===== config.mk =====
export PLATFORM = sky130hd
export DESIGN_NAME = fbpa_div
export DESIGN_NICKNAME = d
export VERILOG_FILES = /design/src/hw/rtl/fixed_block_pool_allocator_macros.svh /design/src/hw/rtl/fbpa_pkg.sv /design/src/hw/rtl/fbpa_div.sv
export SDC_FILE = /design/constraint.sdc
export NUM_CORES = 1
export LEC_CHECK = 0
export ABC_AREA = 0
export ABC_CLOCK_PERIOD_IN_PS = 2600
export BUFFER_PORTS_ARGS = -buffer_cell sky130_fd_sc_hd__buf_4
export CAP_MARGIN = 20
export CORE_ASPECT_RATIO = 0.75
export CORE_MARGIN = 3
export CORE_UTILIZATION = 49
export CTS_CLUSTER_SIZE = 40
export DETAILED_ROUTE_END_ITERATION = 7
export GPL_TIMING_DRIVEN = 0
export PLACE_DENSITY_LB_ADDON = 0.08
export SYNTH_ARGS = -nofsm -noshare
export SYNTH_HDL_FRONTEND = slang
export SYNTH_SLANG_ARGS = --single-unit
export TNS_END_PERCENT = 100

===== constraint.sdc =====
create_clock -name i_clk -period 2.6 [get_ports i_clk]
set_clock_uncertainty 0.2 [all_clocks]
set_input_delay 0.26 -clock i_clk [delete_from_list [all_inputs] [get_ports i_clk]]
set_output_delay 0.26 -clock i_clk [all_outputs]
set_load 0.01 [all_outputs]

===== src/hw/rtl/fixed_block_pool_allocator_macros.svh =====
// Assertion macros shared by the pool allocator RTL.
// Included by files that carry concurrent checks; no other dependencies.
`ifndef FIXED_BLOCK_POOL_ALLOCATOR_MACROS_SVH
`define FIXED_BLOCK_POOL_ALLOCATOR_MACROS_SVH

// Same-cycle implication, disabled while reset is low.
`define FBPA_ASSERT_NOW(label, clk, rst_n, ante, cons, msg) \
    label: assert property (@(posedge clk) disable iff (!rst_n) (ante) |-> (cons)) \
        else $error(msg);

// Next-cycle implication, disabled while reset is low.
`define FBPA_ASSERT_NEXT(label, clk, rst_n, ante, cons, msg) \
    label: assert property (@(posedge clk) disable iff (!rst_n) (ante) |=> (cons)) \
        else $error(msg);

`endif


===== src/hw/rtl/fbpa_pkg.sv =====
// Shared types and constants of the fixed block pool allocator.
// No dependencies; imported by every module of the block.
package fbpa_pkg;

    localparam int FIELD_AW = 48;   // address field width on the ports
    localparam int SIZE_W   = 13;   // block_size register width
    localparam int COUNT_W  = 11;   // block_count register width
    localparam int CFG_IDX_W = 2;

    localparam logic [SIZE_W-1:0]   MIN_BLOCK_BYTES  = 13'd5;
    localparam logic [SIZE_W-1:0]   RST_BLOCK_SIZE   = 13'd64;
    localparam logic [COUNT_W-1:0]  RST_BLOCK_COUNT  = 11'd1024;

    // Configuration register indexes
    localparam logic [CFG_IDX_W-1:0] CFG_POOL_BASE   = 2'd0;
    localparam logic [CFG_IDX_W-1:0] CFG_BLOCK_SIZE  = 2'd1;
    localparam logic [CFG_IDX_W-1:0] CFG_BLOCK_COUNT = 2'd2;

    typedef enum logic {
        OP_ALLOC = 1'b0,
        OP_FREE  = 1'b1
    } t_op;

    typedef enum logic [1:0] {
        ST_OK        = 2'd0,
        ST_EXHAUSTED = 2'd1,
        ST_RANGE     = 2'd2
    } t_status;

    typedef enum logic [2:0] {
        S_IDLE,
        S_ALLOC,
        S_ALLOC_END,
        S_FREE_CHK,
        S_FREE_TST,
        S_FREE_DIV,
        S_REPLY
    } t_state;

endpackage


===== src/hw/rtl/fbpa_div.sv =====
// Radix-2 restoring divider: one quotient bit per cycle.
// Depends on fbpa_pkg for the divisor width.
module fbpa_div
    import fbpa_pkg::*;
#(
    parameter int DW = 24
) (
    input  logic              i_clk,
    input  logic              i_rst_n,
    input  logic              i_start,
    input  logic [DW-1:0]     i_dividend,
    input  logic [SIZE_W-1:0] i_divisor,
    output logic              o_done,
    output logic [DW-1:0]     o_quotient
);

    localparam int CNT_W = $clog2(DW + 1);

    logic              r_busy, n_busy;
    logic              r_done, n_done;
    logic [CNT_W-1:0]  r_cnt, n_cnt;
    logic [DW-1:0]     r_quo, n_quo;
    logic [SIZE_W-1:0] r_rem, n_rem;
    logic [SIZE_W-1:0] r_dvs, n_dvs;
    logic [SIZE_W:0]   w_trial;
    logic              w_fits;

    // Shift the next dividend bit into the partial remainder
    assign w_trial = {r_rem, r_quo[DW-1]};
    assign w_fits  = (w_trial >= {1'b0, r_dvs});

    // Load on start, then one restoring step per cycle
    always_comb begin
        n_busy = r_busy;
        n_done = r_done;
        n_cnt  = r_cnt;
        n_quo  = r_quo;
        n_rem  = r_rem;
        n_dvs  = r_dvs;
        if (i_start) begin
            n_busy = 1'b1;
            n_done = 1'b0;
            n_cnt  = '0;
            n_quo  = i_dividend;
            n_rem  = '0;
            n_dvs  = i_divisor;
        end else if (r_busy) begin
            n_quo = {r_quo[DW-2:0], w_fits};
            n_rem = w_fits ? SIZE_W'(w_trial - {1'b0, r_dvs}) : w_trial[SIZE_W-1:0];
            n_cnt = r_cnt + CNT_W'(1);
            if (r_cnt == CNT_W'(DW - 1)) begin
                n_busy = 1'b0;
                n_done = 1'b1;
            end
        end
    end

    always_ff @(posedge i_clk) begin
        if (!i_rst_n) begin
            r_busy <= 1'b0;
            r_done <= 1'b0;
            r_cnt  <= '0;
        end else begin
            r_busy <= n_busy;
            r_done <= n_done;
            r_cnt  <= n_cnt;
        end
    end

    // Datapath registers need no reset
    always_ff @(posedge i_clk) begin
        r_quo <= n_quo;
        r_rem <= n_rem;
        r_dvs <= n_dvs;
    end

    assign o_done     = r_done;
    assign o_quotient = r_quo;

endmodule


-- Word level (Yosys, flattened, before mapping)
Cells that the tools add are included.
- register bits: 57
- bits in latches: 0
- memory bits (writable): 0
- ROM bits: 0
- input bits: 40
- output and inout bits: 25
- word-level logic and storage cells: 20
- memories kept: 0
- add/sub/neg operators: 2
- multipliers: 0
- div/mod/pow operators: 0
- magnitude comparators: 1
- equality and inequality tests: 1
- shift-type cells: 0
- muxes and demuxes: 6
- bitwise gates (word level): 1
- reduce and logical (&&, ||, !) cells: 3
- operator list (kind ; count):
    24-bit 2-to-1 mux ; 2
    14-bit by 13-bit >= comparator with 1-bit output ; 1
    13-bit 2-to-1 mux ; 1
    13-bit subtractor ; 1
    5-bit by 1-bit adder with 5-bit output (second input constant) ; 1
    5-bit == test (second input constant) ; 1
    1-bit 2-to-1 mux ; 3
    2-bit AND reduction ; 1
    2-bit nonzero test ; 1
    2-bit OR reduction ; 1
    1-bit NOT ; 1

-- Longest topological paths before layout
- word-level depth: 4
- gate-level depth with buffers: 11
- mapped depth without buffers: 10

-- Worst setup path after synthesis
Ideal clock, no wire load.
- kind: register to register
- start point: reg r_quo[23], in the netlist o_quotient[23]
- end point: reg r_rem[9]
- setup time: 144 ps
- data arrival time: 2338 ps
- data required time: 2256 ps
- setup slack: -82 ps
- stages on the path, launching flop included: 12
- buffers on the path: 1
- period minus slack after synthesis: 2682 ps
- path through: edfxtp_1 > inv_1 > ha_1 > inv_1 > fa_1 > a21oi_2 > o221ai_2 > a211oi_1 > o21a_1 > buf_6 > nor3b_1 > a2111oi_2
- cells in the longest elaborated chain, start to end: 2
- elaborated cells on any way between the ends: 3
- those cells by class: add/sub (1); order compare (1); mux (1)
- ends and longest elaborated chain (what ; RTL line ; RTL):
    start, declared ; fbpa_div.sv:22 ; logic [DW-1:0] r_quo, n_quo;
    start signal, assigned ; fbpa_div.sv:72 ; r_quo <= n_quo;
    13-bit subtractor / 14-bit by 13-bit >= comparator with 1-bit output (equally long branches) ; fbpa_div.sv:49, fbpa_div.sv:30 ;
    13-bit 2-to-1 mux * ; fbpa_div.sv:49 ; n_rem = w_fits ? SIZE_W'(w_trial - {1'b0, r_dvs}) : w_trial[SIZE_W-1:0];
    end signal, assigned ; fbpa_div.sv:73 ; r_rem <= n_rem;
    end, declared ; fbpa_div.sv:23 ; logic [SIZE_W-1:0] r_rem, n_rem;
Every way passes the cells marked *; elsewhere a longest branch is shown, timed or not.
A chain may end at the register's enable or synchronous reset.

-- Worst setup path in the final report
- start point: reg r_quo[23], in the netlist o_quotient[23]
- end point: reg r_rem[8]
Same word-level chain as after synthesis.

==> out/results.tsv <==
metric	value	unit
rows	24	
p_leak	1.78	nW
setup_viol	14	
cap_violations	0	
holdCritPathClass	input pin to flop	
grt.met1_usage	26.4	%
async_flop_share	0	%
busiest_layer	met2	
ant_nets	0	
rsz0062_at_grt	true	
vias	2434	
dieArea	7200	µm²
io_buffer_count	64	
ys_seq_area_share	49.7	%
ys.flop_type	edfxtp_1	
fin_nets	431	
hold_viol_final	0	
synth_cell_type_count	53	
start_util	51.4	%
worst_setup_path_end_kind	flop	
grt_pass1_vias	2380	
ys_warn_count	0	
coreArea	5920	µm²
tightest_slew	0.638	ns
clock-sinks	57	
netlist_area	3040	µm²
critPathKind	flop to flop	
cts-root-buf	clkbuf_8	
synth_top_cell_area_share	36.5	%
cts_tree	yes	
fill_cells	420	
grt_first_pass_wirelength	11100	µm
routed_wl	7160	µm
violations	negative setup slack	
synthCells	270	
worstPathMaxFanout	8	
grt-ovfl-total	0	
ys_ff_latch	57	
dieHeight	74.2	µm
hold_depth	2	
peakVddDrop	0.348	mV
post_drt_wl_per_cell	15.6	µm
drt_iter0_drc	123	
worst-r2r-cell-count	11	
drive_above_1_share	37.8	%
max-clock-path-buffers	2	
grt_start_max_net_pins	25	
period_share	108	%
finalCriticalPeriod	2.82	ns
gp_congestion	0.823	
power_density	655	nW/µm²
grtUsageMet2	31.3	%
fmax	355	MHz
dp_hpwl	4780	µm
yosysTopAreaCell	edfxtp_1	
drv_slew	0	
vias_per_cell	5.30	
num_io_pins	65	
met3_usage	6.37	%
syn_to_final_growth	38.8	%
fin_ws	-0.215	ns
cp-start-kind	flop	
pre_cts_ws	-0.313	ns
fin_area	4220	µm²
cp_data_arrival_time	2.80	ns
htree_num_levels	3	
worst_ep_required_time	2.59	ns
clkTransAtPathRegs	0.06	ns
yosys-top-cells-area	edfxtp_1 37%, dfxtp_1 13%, mux2_2 8.5%	
synth_edf_count	37	
antenna_found_initial	0	
die_w	97.0	µm
slew-limit-headroom	57.5	%
numCtsBuffers	9	
fin_tns_setup	-2.28	ns
grt_usage	19.7	%
yosysMostFrequentCell	edfxtp_1	
antenna_cells	0	
synthTopCellsByCount	37 x edfxtp_1, 23 x inv_1, 23 x mux2_2, 23 x nor2_1, 20 x dfxtp_1	
drt_first_pass_iters	4	
syn_area_per_cell	11.3	µm²
dpl-instance-area	3630	µm²
drcViolationCount	0	
finalPower	2.77	mW
clk_latency	0.33	ns
whs	0.0311	ns
status	finished with violations	
syn_nets	325	
-- registers in the layout, summed over array words and instances, names as in the netlist --
| register | count |
|---|---|
| r_rem | 13 |
| r_dvs | 13 |
| r_cnt | 5 |
| o_done | 1 |
| o_quotient | 24 |
| r_busy | 1 |
-- cells in the final DEF, fill, tap and decap left out, types with 3 or more instances in the layout --
cell type | netlist | layout
inv_1 | 23 | 22
mux2_2 | 23 | 23
a21oi_1 | 11 | 10
clkbuf_1 | 4 | 6
edfxtp_1 | 37 | 37
nand2_1 | 12 | 12
nor2_1 | 23 | 23
nand3_1 | 4 | 4
buf_4 | 1 | 75
o21ai_0 | 7 | 7
xnor2_1 | 6 | 6
nor4_1 | 3 | 3
a21o_1 | 4 | 4
ha_1 | 14 | 13
xor2_1 | 5 | 5
dlygate4sd3_1 | 0 | 14
nor3_1 | 3 | 3
clkbuf_8 | 0 | 10
nand4_1 | 3 | 3
buf_1 | 3 | 3
a211oi_2 | 0 | 4
dfxtp_1 | 20 | 20
a211oi_1 | 8 | 4
mux2i_1 | 8 | 6
buf_6 | 2 | 8
nor2b_1 | 4 | 4
-- timing repair --
action                                 in CTS  in global routing
gates resized for setup                    14                 11
pin swaps                                  20                 11
hold buffers                               14                  0
endpoints found under the hold margin      14                  0
setup endpoints to repair                  14                 14
gates cloned                                1                  0
buffers inserted                           47                  5
-- per-layer routing --
layer / routed length (µm) / vias to the layer above / share of wire, %
li1: - / 1218 / -
met1: 3250 / 1143 / 45
met2: 3410 / 69 / 48
met3: 463 / 4 / 6.5
met4: 36 / 0 / 0.50
met5: 0 / - / 0
-- path summary, 6_finish.rpt --
| check | start | endpoint | slack (ns) |
|---|---|---|---|
| min reg2reg | r_rem[2]$_SDFFE_PP0P_ | r_rem[2]$_SDFFE_PP0P_ | 0.30 |
| min | i_dividend[1] | o_quotient[1]$_DFFE_PP_ | 0.03 |
| max | o_quotient[23]$_DFFE_PP_ | r_rem[8]$_SDFFE_PP0P_ | -0.22 |
| max reg2reg | o_quotient[23]$_DFFE_PP_ | r_rem[8]$_SDFFE_PP0P_ | -0.22 |
-- cell families (layout without fill, tap and decap cells) --
kind of cell	after synthesis	after routing	synth area share, %
adders and majority gates	15	15	6.42
AOI/OAI and AO/OA	59	59	14.7
DFF	57	57	49.7
muxes	31	31	11.2
xor gates and xnor gates	11	11	3.17
and+or+nand+nor	63	63	10.0
buffers and inverters	34	145	4.86
-- power breakdown --
group / leakage [nW] / internal [mW] / switching [mW]
clock: 0.108 / 0.562 / 0.337
sequential: 0.533 / 1.06 / 0.0495
combinational: 1.13 / 0.392 / 0.367
-- per-stage QoR --
| stage | utilization (%) | std cells |
|---|---|---|
| 3_3_place_gp | 61.4 | 412 |
| 5_1_grt | 71.4 | 459 |
| 2_1_floorplan | - | 270 |
| 4_1_cts | 69.9 | 455 |
| 6_report | 71.4 | 459 |
| 3_5_place_dp | 61.4 | 412 |
-- layout make-up --
cell class,instances,area [µm²],share of cell area [%]
flip-flops and latches,57,1510,35.8
repair buffers,95,771,18.3
multi-input cells,179,1470,34.9
well taps,78,97.6,2.31
inverters,23,86.3,2.05
plain buffers,11,68.8,1.63
clock buffers,12,145,3.44
clock inverters,4,68.8,1.63
-- worst max-delay path: stages, from the launching register on --
cell	delay [ns]
edfxtp_1	0.44
inv_1	0.09
ha_2	0.18
inv_2	0.04
fa_2	0.38
a21oi_4	0.18
o221ai_2	0.15
a211oi_2	0.30
o21a_2	0.24
buf_8	0.16
mux2i_4	0.24
a211oi_2	0.08
Note: power is estimated with default switching activity, not from simulation.
